==> src/rtl/core/rapt_pkg.sv <==
// Shared types and constants for the RTC alarm and periodic timer.
package rapt_pkg;

	// Operation codes carried in a request
	localparam logic [1:0] FUNC_TICK  = 2'd0;
	localparam logic [1:0] FUNC_READ  = 2'd1;
	localparam logic [1:0] FUNC_WRITE = 2'd2;
	localparam logic [1:0] FUNC_NOP   = 2'd3;

	// Register offsets
	localparam logic [2:0] REG_RTC_HI   = 3'd0;
	localparam logic [2:0] REG_RTC_LO   = 3'd1;
	localparam logic [2:0] REG_ALARM_HI = 3'd2;
	localparam logic [2:0] REG_ALARM_LO = 3'd3;
	localparam logic [2:0] REG_CONTROL  = 3'd4;
	localparam logic [2:0] REG_PERIODIC = 3'd5;

	// Control word bit positions
	localparam int CTRL_CLEAR_BIT  = 2;
	localparam int CTRL_PER_EN_BIT = 4;
	localparam int CTRL_FREEZE_BIT = 6;

	// Upper alarm / counter half: 11 bits from bit 32 up
	localparam int                  HI_W    = 11;
	localparam int                  HI_LSB  = 32;
	localparam int                  ALARM_W = HI_LSB + HI_W;
	localparam logic [HI_W-1:0]     HI_MASK = 11'h7FF;

	typedef struct packed {
		logic [1:0]  func;
		logic [2:0]  reg_sel;
		logic [31:0] write_data;
		logic        alarm_pending;
	} rapt_req_t;

	typedef struct packed {
		logic [31:0] read_data;
		logic        decoded;
		logic        alarm_irq;
		logic        periodic_irq;
	} rapt_rsp_t;

	typedef enum logic [1:0] {
		SEQ_IDLE,
		SEQ_LOAD,
		SEQ_DIV,
		SEQ_FIN
	} rapt_seq_t;

endpackage

==> src/rtl/core/rapt_div.sv <==
// Iterative restoring divider, one quotient bit per cycle.
module rapt_div import rapt_pkg::*; #(
	parameter int DIVIDEND_W = 43,
	parameter int DIVISOR_W  = 16
) (
	input  logic                  clk,
	input  logic                  arst_n,
	input  logic                  start,
	input  logic [DIVIDEND_W-1:0] dividend,
	input  logic [DIVISOR_W-1:0]  divisor,
	output logic                  done,
	output logic [DIVIDEND_W-1:0] quotient
);

	localparam int CNT_W = $clog2(DIVIDEND_W + 1);

	logic                  busy_q;
	logic                  done_q;
	logic [CNT_W-1:0]      cnt_q;
	logic [DIVIDEND_W-1:0] quo_q;
	logic [DIVISOR_W-1:0]  rem_q;
	logic [DIVISOR_W-1:0]  dvs_q;

	logic [DIVISOR_W:0] trial;
	logic [DIVISOR_W:0] diff;
	logic               ge;

	// Shared subtract/compare step
	always_comb begin
		trial = {rem_q, quo_q[DIVIDEND_W-1]};
		diff  = trial - {1'b0, dvs_q};
		ge    = trial >= {1'b0, dvs_q};
	end

	// Step control
	always_ff @(posedge clk or negedge arst_n) begin
		if (!arst_n) begin
			busy_q <= 1'b0;
			done_q <= 1'b0;
			cnt_q  <= '0;
		end else begin
			done_q <= busy_q && (cnt_q == CNT_W'(1));
			if (start) begin
				busy_q <= 1'b1;
				cnt_q  <= CNT_W'(DIVIDEND_W);
			end else if (busy_q) begin
				cnt_q <= cnt_q - CNT_W'(1);
				if (cnt_q == CNT_W'(1)) begin
					busy_q <= 1'b0;
				end
			end
		end
	end

	// Datapath: dividend shifts out, quotient bits shift in
	always_ff @(posedge clk) begin
		if (start) begin
			quo_q <= dividend;
			rem_q <= '0;
			dvs_q <= divisor;
		end else if (busy_q) begin
			quo_q <= {quo_q[DIVIDEND_W-2:0], ge};
			rem_q <= ge ? diff[DIVISOR_W-1:0] : trial[DIVISOR_W-1:0];
		end
	end

	assign done     = done_q;
	assign quotient = quo_q;

endmodule

==> src/rtl/core/rtc_alarm_periodic_timer.sv <==
// Top level: RTC counter, alarm and periodic interrupt with bus registers.
//
//  channel | handshake              | payload
//  --------+------------------------+---------------------------------------
//  request | req_valid / req_ready  | req  (func, reg_sel, write_data, pend)
//  result  | rsp_valid / rsp_ready  | rsp  (read_data, decoded, irqs)
//
// Reads, writes, no-ops and ticks while frozen load the result register
// when accepted. An unfrozen tick steps through LOAD, DIV and FIN, where
// the bit-serial divider forms counter / reload for the period index;
// with a zero reload the divider is skipped and LOAD goes straight to FIN.
// The block takes one request at a time; it is ready when idle and the
// result register is empty or being drained in the same cycle.
// Reset clears all but rsp_q and divider datapath; no clearing pass needed.
module rtc_alarm_periodic_timer import rapt_pkg::*; #(
	parameter int RTC_WIDTH    = 43,
	parameter int RELOAD_WIDTH = 16
) (
	input  logic      clk,
	input  logic      arst_n,
	input  logic      req_valid,
	output logic      req_ready,
	input  rapt_req_t req,
	output logic      rsp_valid,
	input  logic      rsp_ready,
	output rapt_rsp_t rsp
);

	localparam int EXT_W = (RTC_WIDTH > ALARM_W) ? RTC_WIDTH : ALARM_W;

	rapt_seq_t state_q, state_d;

	logic [RTC_WIDTH-1:0]    rtc_q;
	logic [HI_W-1:0]         alm_upper_q;
	logic [31:0]             alm_lower_q;
	logic [31:0]             control_q;
	logic [31:0]             periodic_q;
	logic [RELOAD_WIDTH-1:0] reload_q;
	logic [RTC_WIDTH-1:0]    period_idx_q;
	logic                    pend_q;
	rapt_rsp_t               rsp_q;
	logic                    rsp_valid_q;

	logic                    accept;
	logic                    tick_slow;
	logic                    reload_zero;
	logic                    div_start;
	logic                    div_done;
	logic [RTC_WIDTH-1:0]    quotient;
	logic [EXT_W-1:0]        rtc_ext;
	logic [ALARM_W-1:0]      alarm_val;
	logic                    alarm_hit;
	logic                    per_en;
	logic                    per_fire;
	rapt_rsp_t               imm_rsp;
	rapt_rsp_t               fin_rsp;

	assign accept      = req_valid && req_ready;
	assign tick_slow   = (req.func == FUNC_TICK) && !control_q[CTRL_FREEZE_BIT];
	assign reload_zero = (reload_q == '0);
	assign rtc_ext     = EXT_W'(rtc_q);
	assign alarm_val   = {alm_upper_q, alm_lower_q};
	assign per_en      = control_q[CTRL_PER_EN_BIT];

	// Period index divider
	rapt_div #(
		.DIVIDEND_W(RTC_WIDTH),
		.DIVISOR_W (RELOAD_WIDTH)
	) u_div (
		.clk     (clk),
		.arst_n  (arst_n),
		.start   (div_start),
		.dividend(rtc_q),
		.divisor (reload_q),
		.done    (div_done),
		.quotient(quotient)
	);

	// Sequencer state register
	always_ff @(posedge clk or negedge arst_n) begin
		if (!arst_n) begin
			state_q <= SEQ_IDLE;
		end else begin
			state_q <= state_d;
		end
	end

	// Sequencer next state and controls
	always_comb begin
		state_d   = state_q;
		req_ready = 1'b0;
		div_start = 1'b0;
		case (state_q)
			SEQ_IDLE: begin
				req_ready = !rsp_valid_q || rsp_ready;
				if (req_valid && req_ready && tick_slow) begin
					state_d = SEQ_LOAD;
				end
			end
			SEQ_LOAD: begin
				div_start = !reload_zero;
				state_d   = reload_zero ? SEQ_FIN : SEQ_DIV;
			end
			SEQ_DIV: begin
				if (div_done) begin
					state_d = SEQ_FIN;
				end
			end
			SEQ_FIN: begin
				state_d = SEQ_IDLE;
			end
			default: begin
				state_d = SEQ_IDLE;
			end
		endcase
	end

	// Immediate result: reads, writes, no-ops, frozen ticks
	always_comb begin
		imm_rsp = '0;
		case (req.func)
			FUNC_READ: begin
				imm_rsp.decoded = 1'b1;
				case (req.reg_sel)
					REG_RTC_HI:   imm_rsp.read_data = 32'(rtc_ext[HI_LSB +: HI_W]);
					REG_RTC_LO:   imm_rsp.read_data = rtc_q[31:0];
					REG_ALARM_HI: imm_rsp.read_data = 32'(alm_upper_q);
					REG_ALARM_LO: imm_rsp.read_data = alm_lower_q;
					REG_CONTROL:  imm_rsp.read_data = control_q;
					REG_PERIODIC: imm_rsp.read_data = periodic_q;
					default:      imm_rsp.decoded   = 1'b0;
				endcase
			end
			FUNC_WRITE: begin
				imm_rsp.decoded = (req.reg_sel <= REG_PERIODIC);
			end
			default: begin
				imm_rsp = '0;
			end
		endcase
	end

	// Tick checks, done after the counter has advanced
	always_comb begin
		alarm_hit = (alarm_val != '0) && (rtc_ext >= EXT_W'(alarm_val)) && !pend_q;
		per_fire  = per_en && !reload_zero && (quotient != period_idx_q);
		fin_rsp              = '0;
		fin_rsp.alarm_irq    = alarm_hit;
		fin_rsp.periodic_irq = per_fire;
	end

	// Counter, bus registers and period index
	always_ff @(posedge clk or negedge arst_n) begin
		if (!arst_n) begin
			rtc_q        <= '0;
			alm_upper_q  <= '0;
			alm_lower_q  <= '0;
			control_q    <= '0;
			periodic_q   <= '0;
			reload_q     <= '0;
			period_idx_q <= '0;
			pend_q       <= 1'b0;
		end else begin
			if (accept) begin
				pend_q <= req.alarm_pending;
				case (req.func)
					FUNC_TICK: begin
						rtc_q <= rtc_q + RTC_WIDTH'(1);
					end
					FUNC_WRITE: begin
						case (req.reg_sel)
							REG_ALARM_HI: alm_upper_q <= req.write_data[HI_W-1:0] & HI_MASK;
							REG_ALARM_LO: alm_lower_q <= req.write_data;
							REG_CONTROL: begin
								control_q <= req.write_data;
								if (req.write_data[CTRL_CLEAR_BIT]) begin
									rtc_q <= '0;
								end
							end
							REG_PERIODIC: begin
								periodic_q <= req.write_data;
								reload_q   <= req.write_data[RELOAD_WIDTH-1:0];
							end
							default: begin
							end
						endcase
					end
					default: begin
					end
				endcase
			end
			// Period index update on an unfrozen tick
			if (state_q == SEQ_FIN) begin
				period_idx_q <= reload_zero ? '0 : quotient;
			end
		end
	end

	// Result register
	always_ff @(posedge clk or negedge arst_n) begin
		if (!arst_n) begin
			rsp_valid_q <= 1'b0;
		end else if ((accept && !tick_slow) || (state_q == SEQ_FIN)) begin
			rsp_valid_q <= 1'b1;
		end else if (rsp_ready) begin
			rsp_valid_q <= 1'b0;
		end
	end

	always_ff @(posedge clk) begin
		if (accept && !tick_slow) begin
			rsp_q <= imm_rsp;
		end else if (state_q == SEQ_FIN) begin
			rsp_q <= fin_rsp;
		end
	end

	assign rsp_valid = rsp_valid_q;
	assign rsp       = rsp_q;

endmodule
==> config.mk <==
export PLATFORM = sky130hd
export DESIGN_NAME = rtc_alarm_periodic_timer
export DESIGN_NICKNAME = d
export VERILOG_FILES = /design/src/rtl/core/rapt_pkg.sv /design/src/rtl/core/rapt_div.sv /design/src/rtl/core/rtc_alarm_periodic_timer.sv
export SDC_FILE = /design/constraint.sdc
export NUM_CORES = 1
export LEC_CHECK = 0
export ABC_AREA = 1
export BUFFER_PORTS_ARGS = -buffer_cell sky130_fd_sc_hd__buf_2
export CELL_PAD_IN_SITES_DETAIL_PLACEMENT = 0
export CELL_PAD_IN_SITES_GLOBAL_PLACEMENT = 1
export CORE_MARGIN = 2
export CORE_UTILIZATION = 47
export CTS_CLUSTER_SIZE = 30
export DETAILED_ROUTE_END_ITERATION = 10
export GPL_TIMING_DRIVEN = 0
export PLACE_DENSITY_LB_ADDON = 0.1
export SLEW_MARGIN = 20
export SYNTH_ARGS = -nofsm -noshare
export SYNTH_HDL_FRONTEND = slang
export SYNTH_SLANG_ARGS = --single-unit
==> constraint.sdc <==
create_clock -name clk -period 2.9 [get_ports clk]
set_clock_uncertainty 0.15 [all_clocks]
set_input_delay 0.435 -clock clk [delete_from_list [all_inputs] [get_ports clk]]
set_output_delay 0.435 -clock clk [all_outputs]
set_load 0.02 [all_outputs]
Word level (Yosys, flattened, before mapping)
Cells that the tools add are included.
{"block": "totals", "register_bits": 331, "wordCells": 101}
{"block": "op_classes", "n_addsub": 3, "n_lt_le_gt_ge": 3, "n_eq_ne": 16, "mux": 26, "reduce_logical": 33}
{"op": "$mux W43", "count": 5}
{"op": "$pmux W32 S6", "count": 1}
{"op": "$pmux W43 S2", "count": 1}
{"op": "$mux W35", "count": 2}
{"op": "$add A43 B1 Y43 const B", "count": 1}
{"op": "$ge A43 B43 Y1", "count": 1}
{"op": "$ne A43 B43 Y1", "count": 1}
{"op": "$reduce_bool A43 Y1", "count": 1}
{"op": "$mux W32", "count": 1}
{"op": "$ge A17 B16 Y1", "count": 1}
{"op": "$logic_not A16 Y1", "count": 1}
{"op": "$mux W16", "count": 1}
{"op": "$sub A16 B16 Y16", "count": 1}
{"op": "$mux W6", "count": 2}
{"op": "$reduce_and A3 Y1", "count": 4}
{"op": "$logic_and A1 B1 Y1", "count": 10}
{"op": "$mux W1", "count": 9}
{"op": "$pmux W2 S4", "count": 1}
{"op": "$reduce_bool A2 Y1", "count": 4}
{"op": "$eq A2 B2 Y1 const B", "count": 3}
{"op": "$eq A3 B2 Y1 const B", "count": 2}
{"op": "$eq A3 B3 Y1 const B", "count": 2}
{"op": "$eq A6 B1 Y1 const B", "count": 1}
{"op": "$ne A2 B2 Y1 const B", "count": 3}
{"op": "14 further kinds", "count": 22}

Depth between registers and ports, before layout
Gate-level depths: netlist of the first run.
{"block": "logic_depth", "depth_word": 7, "ltp_mapped": 15}

Cells and area by module
From an unflattened synthesis of the first run, not the netlist that was laid out.
{"block": "hier_totals", "cells_unflattened": 2148, "hier_area_um2": 17190.2}
{"mod": "rtc_alarm_periodic_timer", "n_inst": 1, "cells_per_inst": 1594, "area_per_inst_um2": 12687.2}
{"mod": "rapt_div", "n_inst": 1, "cells_per_inst": 554, "area_per_inst_um2": 4503.1}

Worst setup path after synthesis of the first run
No wires, ideal clock.
{"block": "synth_path", "path_type": "reg-to-reg", "from": "reg state_q[0]", "to": "reg rsp_q, in the netlist rsp[10] (enable)", "setup_ps": 388, "arrival_time_ps": 1861, "t_required_ps": 2362, "path_slack_ps": 501, "stages_incl_launch_ff": 9, "n_path_buf": 0, "cell_sequence": "dfrtp_1 inv_1 ha_1 nand3_2 inv_2 o21ai_0 inv_1 nor2_1 inv_1"}
{"block": "synth_via", "elab_chain_len": 5, "elab_cells_between_ends": 6, "cone_classes": "1 x eq/ne; 1 x mux; 4 x reduce/logical"}
{"item": "from (decl)", "line": "rtc_alarm_periodic_timer.sv:31", "rtl": "rapt_seq_t state_q, state_d;"}
{"item": "from (signal assigned)", "line": "rtc_alarm_periodic_timer.sv:84", "rtl": "state_q <= state_d;"}
{"item": "$logic_not A2 Y1", "line": "rtc_alarm_periodic_timer.sv:93", "rtl": "case (state_q)"}
{"item": "$mux W1", "line": "rtc_alarm_periodic_timer.sv:93"}
{"item": "$logic_and A1 B1 Y1", "line": "rtc_alarm_periodic_timer.sv:58", "rtl": "assign accept = req_valid && req_ready;"}
{"item": "$logic_and A1 B1 Y1", "line": "rtc_alarm_periodic_timer.sv:211", "rtl": "if (accept && !tick_slow) begin"}
{"item": "$reduce_bool A2 Y1 (no line) *"}
{"item": "to (signal assigned)", "line": "rtc_alarm_periodic_timer.sv:212", "rtl": "rsp_q <= imm_rsp;"}
{"item": "to (signal assigned)", "line": "rtc_alarm_periodic_timer.sv:214", "rtl": "rsp_q <= fin_rsp;"}
{"item": "to (decl)", "line": "rtc_alarm_periodic_timer.sv:41", "rtl": "rapt_rsp_t rsp_q;"}
Every way passes the cells marked *; elsewhere a longest branch is shown, timed or not.
A chain may end at the register's enable or synchronous reset.

==> run_results.csv, run 1 <==
group,metric,value,unit
timing,setup_viol,0,
timing,rsz0062_at_grt,"no",
worst_setup_path,crit_path_start_kind,"flip-flop",
die,die_area,0.0382,mm^2
power_and_ir_drop,sequentialPowerShare,0.361,
worst_setup_path,path_max_fanout,45,
timing,tns,0,ns
clock_network,cts.clk_slew.worst_paths,0.06,ns
die,initial_utilization,0.475,
grt,antenna_found_initial,0,
grt,grt-ovfl-total,0,
clock_network,post_cts_buffers,0,
worst_setup_path,critPathArrivalTime,2.98,ns
power_and_ir_drop,p_clk_frac,0.211,
cells_and_area,area_delta_synth_final,13.3,%
yosys,syn_nets,2213,
timing,min_period_over_period,0.910,
die,die_h,196,um
clock_network,insertion_delay,0.56,ns
placed_design,port_buffers,78,
power_and_ir_drop,power_density,1130,mW/mm^2
clock_network,clock-sinks,315,
yosys,synthArstFlopShare,0.651,
timing,worst_slew_pin_slew,0.706,ns
die,num_rows,70,
yosys,syn_inst,2101,
die,dieWidth,196,um
timing,holdWs,0.0200,ns
grt,grt_first_pass_wirelength,86.4,mm
clock_network,cts_max_level,2,
detailed_routing,postRouteAntennaNets,0,
clock_network,cts_tree,"done",
yosys,ys_seq_area_frac,0.478,
yosys,yosys_warnings,0,
clock_network,clock_path_buffers,3,
yosys,yosysUniqueCellTypes,50,
timing,min_period,2.64,ns
placed_design,post-dp-hpwl,43.0,mm
power_and_ir_drop,power_frac_comb,0.429,
power_and_ir_drop,p_leak,8.83,nW
timing,max_freq,379,MHz
yosys,synth-main-ff-cell,"dfrtp_1",
yosys,synth_area,0.0172,mm^2
detailed_routing,drc_errors,0,
placed_design,pre_cts_ws,-0.208,ns
run_status,outcome,"completed",
power_and_ir_drop,peakVddDrop,0.000480,V
worst_setup_path,critPathCaptureType,"flip-flop",
grt,grt_pass1_vias,14600,
power_and_ir_drop,p_int,12.4,mW
cells_and_area,nets,2335,
cells_and_area,drive_gt1_frac,0.103,
timing,setup_slack,0.261,ns
placed_design,dpl-instance-area,0.0183,mm^2
detailed_routing,via_per_inst,5.57,
worst_setup_path,worstPathRequired,3.25,ns
yosys,postSynthRegisterBits,315,
cells_and_area,fin_util,0.538,
timing,relSlewSlack,0.529,
detailed_routing,initialDrtViolationCount,1286,
clock_network,tritoncts.num_buffers,37,
cells_and_area,design_area,0.0195,mm^2
min_path,hold_class,"in2reg",
die,io_pins,79,
detailed_routing,wl,56.8,mm
clock_network,cts_root_buf,"clkbuf_16",
die,core-area,0.0363,mm^2
detailed_routing,vias,15100,
job,maxCapViolations,0,
timing,hold_violations,0,
placed_design,gp_congestion,0.923,
power_and_ir_drop,swShare,0.438,
power_and_ir_drop,switchingPower,9.66,mW
detailed_routing,first_pass_iters,5,
yosys,synth_edf_count,92,
detailed_routing,wl_per_cell,20.9,um
grt,grt_max_degree,81,
worst_setup_path,critPathKind,"reg2reg",
yosys,syn-mean-instance-area,8.21,um^2
grt,grtUsageTotal,0.301,
timing,slew_viol_final,0,
[flip-flops by register name (all words and copies together) (netlist names)]
| signal | count |
|---|---|
| alm_lower_q | 32 |
| alm_upper_q | 11 |
| control_q | 32 |
| pend_q | 1 |
| period_idx_q | 43 |
| periodic_q | 32 |
| rsp | 35 |
| rsp_valid | 1 |
| rtc_ext | 43 |
| state_q | 2 |
| u_div.busy_q | 1 |
| u_div.cnt_q | 6 |
| u_div.done | 1 |
| u_div.dvs_q | 16 |
| u_div.quotient | 43 |
| u_div.rem_q | 16 |
[final timing paths]
check	slack (ns)	cells after the start	endpoint	start
max	0.26	10	u_div.rem_q[5]	periodic_q[12]
min	0.02	3	alm_lower_q[17]	req[18]
max reg2reg	0.26	10	u_div.rem_q[5]	periodic_q[12]
min reg2reg	0.32	2	u_div.rem_q[14]	u_div.rem_q[14]
max in group asynchronous	1.20	4	control_q[17]	arst_n
min in group asynchronous	0.25	2	u_div.cnt_q[4]	arst_n
[timing repair]
| action | CTS | global route |
|---|---|---|
| hold buffers | 2 | 0 |
| endpoints found under the setup margin | 11 | 0 |
| endpoints found under the hold margin | 50 | 0 |
| resized for setup | 1 | 0 |
[cells in the mapped netlist, types with 2 or more instances]
master    number  share of area
a221oi_1      21          0.011
buf_1         11         0.0024
dfrtp_1      205           0.30
nand3_2        5         0.0029
and3_1         2        0.00073
xnor2_1       28          0.014
xor2_1        27          0.014
dfxtp_1       18          0.021
buf_2         21         0.0061
nor3_2         4         0.0023
nand4_1       57          0.021
nand2_4        3         0.0020
nand3_1      129          0.037
nor2_4         4         0.0026
nor2_1       138          0.030
nand2_2       21         0.0076
o21ai_1       11         0.0032
buf_6          6         0.0039
a21oi_1       28         0.0081
ha_1          69          0.050
nand2_1      493           0.11
edfxtp_1      92           0.16
inv_2         13         0.0028
buf_4          2        0.00087
nor4_1         4         0.0015
a22oi_1        2        0.00087
o21ai_0      251          0.073
nor2_2         7         0.0025
a21o_1         2        0.00087
nor3_1        45          0.013
nand3b_1      13         0.0057
o22ai_1       44          0.016
inv_1        272          0.059
nor3_4         2         0.0019
clkbuf_1      36         0.0078
[per-layer routing]
layer  global-route usage  part of all wire
met5                    0                 0
met3               0.0401             0.062
met4                0.121             0.036
met1                0.419              0.45
met2                0.478              0.45
[cell families (layout without fill, tap and decap cells)]
logic type	after synthesis	in the layout	share of synthesized area
DFF	315	315	0.478
adders and majority gates	70	70	0.0512
and+or+nand+nor	931	931	0.242
AOI/OAI and AO/OA	365	365	0.116
xor gates and xnor gates	55	55	0.0279
buffers and inverters	365	516	0.0852
other	0	1	0
[power groups by stage]
stage	combinational [mW]	clock (mW)	sequential, mW
6_report	9.46	4.66	7.96
5_1_grt	10.7	4.91	8.13
2_1_floorplan	6.51	0	7.68
3_3_place_gp	9.20	0	7.95
4_1_cts	9.45	4.73	7.92
3_5_place_dp	9.41	0	7.98
[placed cells by master (no fill, tap or decap), drive strengths merged]
cell type	instances
dfxtp	18
ha	69
nor3	51
edfxtp	92
and3	2
xor2	27
nand2	518
diode	1
bufinv	2
o31ai	1
a21o	2
buf	122
nor4	4
a31oi	1
and2	1
clkinv	12
o21ai	262
clkbuf	89
a22oi	2
inv	288
nand4	58
fa	1
dlygate4sd3	2
dfrtp	205
o21a	1
nand3	134
clkinvlp	1
nor2	150
o22ai	44
a21oi	30
a221oi	21
o211ai	1
xnor2	28
nand3b	13
[area by class of cell]
type | instances | area (um^2)
fillers | 3546 | 16800
flip-flops and latches | 315 | 8250
inverters | 287 | 1080
plain buffers | 78 | 389
repair buffers | 83 | 495
well taps | 468 | 586
clock buffers | 52 | 1040
multi-input cells | 1421 | 7530
clock inverters | 16 | 158
diodes | 1 | 2.50
[per-stage QoR]
| stage | instances | power [mW] |
|---|---|---|
| finish | 2721 | 22.1 |
| global route | 2720 | 23.7 |
| CTS | 2720 | 22.1 |
| detailed placement | 2650 | 17.4 |
| global placement | 2647 | 17.2 |
| floorplan | 2101 | 14.2 |
[worst max-delay path, stage by stage (launching register included)]
cell,delay (ns)
dfrtp_1,0.46
nor2_1,0.13
nand3_1,0.10
nor2_2,0.23
nand2_2,0.23
nand2_4,0.23
nand2_4,0.35
inv_2,0.31
buf_4,0.24
nand2_1,0.08
nand2_1,0.06
No activity file was read; power rests on OpenSTA's default activity.
==> run 2, diff against run 1 <==
- ABC_AREA: 1 -> default
- CORE_ASPECT_RATIO: default -> 0.8
- CORE_UTILIZATION: 47 -> 49
==> run_results.csv, run 2 <==
group,metric,value,unit
run_status,outcome,"completed",
timing,max_freq,361,MHz
die,die_area,0.0342,mm^2
detailed_routing,initialDrtViolationCount,980,
placed_design,port_buffers,78,
detailed_routing,postRouteAntennaNets,0,
grt,grt-ovfl-total,0,
timing,rsz0062_at_grt,"no",
worst_setup_path,worstPathRequired,3.08,ns
yosys,yosysUniqueCellTypes,65,
placed_design,gp_congestion,0.936,
placed_design,dpl-instance-area,0.0170,mm^2
worst_setup_path,slowest_stage,"dfrtp_1",
worst_setup_path,crit_chain,"inv_1 -> ha_2 -> nand3_2 -> nor2_2 -> nand3_1 -> clkbuf_1 -> a31oi_1",
worst_setup_path,critPathKind,"reg2reg",
timing,worst_slew_pin_slew,1.07,ns
yosys,synth_compound_area_frac,0.113,
cells_and_area,fin_cells,2100,
cells_and_area,mostFrequentLayoutCells,"nand2_1, dfrtp_1, inv_1",
yosys,synth-main-ff-cell,"dfrtp_1",
yosys,yosys_warnings,0,
cells_and_area,mostFrequentLayoutCell,"nand2_1",
yosys,syn-mean-instance-area,10.5,um^2
cells_and_area,fin_util,0.565,
placed_design,post-dp-hpwl,33.7,mm
yosys,synthMuxAreaShare,0.0804,
die,num_rows,59,
cells_and_area,nFillCells,2864,
cells_and_area,drive_gt1_frac,0.166,
yosys,synth_top_family_by_area,"simple AND/OR/NAND/NOR gates",
yosys,ys_top_cells_by_area,"dfrtp_1, edfxtp_1, mux2_2",
clock_network,cts_root_buf,"clkbuf_16",
cells_and_area,multi_input_area,0.00710,mm^2
cells_and_area,final-seq-area,0.00825,mm^2
cells_and_area,nets,1760,
die,dieWidth,206,um
clock_network,clock-sinks,315,
cells_and_area,design_area,0.0183,mm^2
detailed_routing,wl,45.8,mm
power_and_ir_drop,peakVddDrop,0.000590,V
yosys,synth.top_cells.by_count,"nand2_1, dfrtp_1, inv_1",
yosys,postSynthRegisterBits,315,
min_path,hold_class,"in2reg",
timing,hold_violations,0,
timing,relSlewSlack,0.285,
detailed_routing,first_pass_iters,8,
job,maxCapViolations,0,
power_and_ir_drop,p_leak,8.03,nW
clock_network,insertion_delay,0.53,ns
timing,min_period,2.77,ns
placed_design,numPlacedInstances,2037,
timing,min_period_over_period,0.956,
yosys,syn_nets,1642,
cells_and_area,antenna_cells,0,
worst_setup_path,path_max_fanout,10,
grt,grt_first_pass_wirelength,70.9,mm
yosys,synthXorXnorAreaFrac,0.0508,
grt,grtUsageTotal,0.271,
worst_setup_path,critPathCaptureType,"flip-flop",
worst_setup_path,crit_path_start_kind,"flip-flop",
detailed_routing,vias,12100,
clock_network,cts.clk_slew.worst_paths,0.06,ns
die,io_pins,79,
grt,grt_max_degree,98,
detailed_routing,wl_per_cell,21.8,um
power_and_ir_drop,power_density,944,mW/mm^2
detailed_routing,via_per_inst,5.78,
yosys,synth_edf_count,92,
grt,grt_pass1_vias,11800,
clock_network,cts_max_level,2,
clock_network,tritoncts.num_buffers,34,
yosys,yosys.area.top_type,"dfrtp_1",
detailed_routing,drc_errors,0,
yosys,synthArstFlopShare,0.651,
worst_setup_path,cpPeakStageDelay,0.41,ns
die,core-area,0.0323,mm^2
grt,antenna_found_initial,2,
yosys,synth_top_area_frac,0.320,
timing,setup_slack,0.129,ns
timing,slew_viol_final,0,
timing,setup_viol,0,
yosys,syn_inst,1530,
cells_and_area,area_delta_synth_final,14.1,%
clock_network,cts_tree,"done",
timing,tns,0,ns
die,die_h,166,um
clock_network,clock_path_buffers,3,
yosys,synth_area,0.0160,mm^2
yosys,synthAdderAreaFrac,0.0551,
worst_setup_path,critPathArrivalTime,2.95,ns
die,initial_utilization,0.496,
yosys,synth.most_common_cell,"nand2_1",
placed_design,pre_cts_ws,-1.01,ns
yosys,ys_seq_area_frac,0.515,
yosys,synth-simple-area-share,0.138,
-- run 2: worst paths after layout --
path	startpoint	end	slack (ns)	depth (start not counted)
worst min-delay path	req[27]	control_q[26]	0.02	2
max in group asynchronous	arst_n	control_q[22]	1.16	4
worst max register to register	state_q[0]	rsp[7]	0.13	7
worst max-delay path	state_q[0]	rsp[7]	0.13	7
min in group asynchronous	arst_n	u_div.cnt_q[0]	0.25	2
worst min register to register	pend_q	pend_q	0.35	2
-- run 2: power breakdown --
part           switching [mW]  internal (mW)
clock                    1.78           2.65
sequential              0.942           5.87
combinational            3.66           2.35
-- run 2: cells by family (layout without fill, tap and decap cells) --
kind of cell	Yosys count	in the layout
simple gates	467	467
xor+xnor	93	93
buf+inv	198	341
fa+ha+maj	70	70
compound gates	272	272
mux	115	115
flops	315	315
-- run 2: final cells by class --
cell class / instances / share of cell area
flip-flops and latches: 315 / 0.452
multi-input cells: 1017 / 0.388
clock buffers: 50 / 0.0543
well taps: 427 / 0.0292
repair buffers: 83 / 0.0264
inverters: 125 / 0.0259
plain buffers: 72 / 0.0169
clock inverters: 11 / 0.00739
-- run 2: worst max-delay path: cells and delay by family (launching register included) --
kind	cells	cell delay (ns)
buffers and inverters	2	0.48
AO/OA/AOI/OAI	1	0.32
adder cells (fa/ha/maj)	1	0.30
AND/OR/NAND/NOR	3	0.90
flip-flops	1	0.41
-- run 2: repair_timing --
item | in CTS | in global routing
setup endpoints to repair | 233 | 114
hold buffers | 2 | 0
endpoints found under the hold margin | 47 | 0
pin swaps | 0 | 2
resized for setup | 20 | 16
buffers inserted | 0 | 1
-- run 2: routing by layer --
layer  GRT usage  share of wire  wire (um)
met5           0              0          0
met3      0.0493          0.073       3340
met4      0.0596          0.018        806
met2       0.392           0.43      19600
met1       0.424           0.48      22000
-- run 2: stage by stage --
stage | hold WS (ns) | power (mW)
floorplan | -0.0106 | 10.8
global placement | 0.317 | 12.6
detailed placement | 0.212 | 12.7
CTS | 0.00371 | 17.2
global route | 0.0212 | 18.3
finish | 0.0230 | 17.2
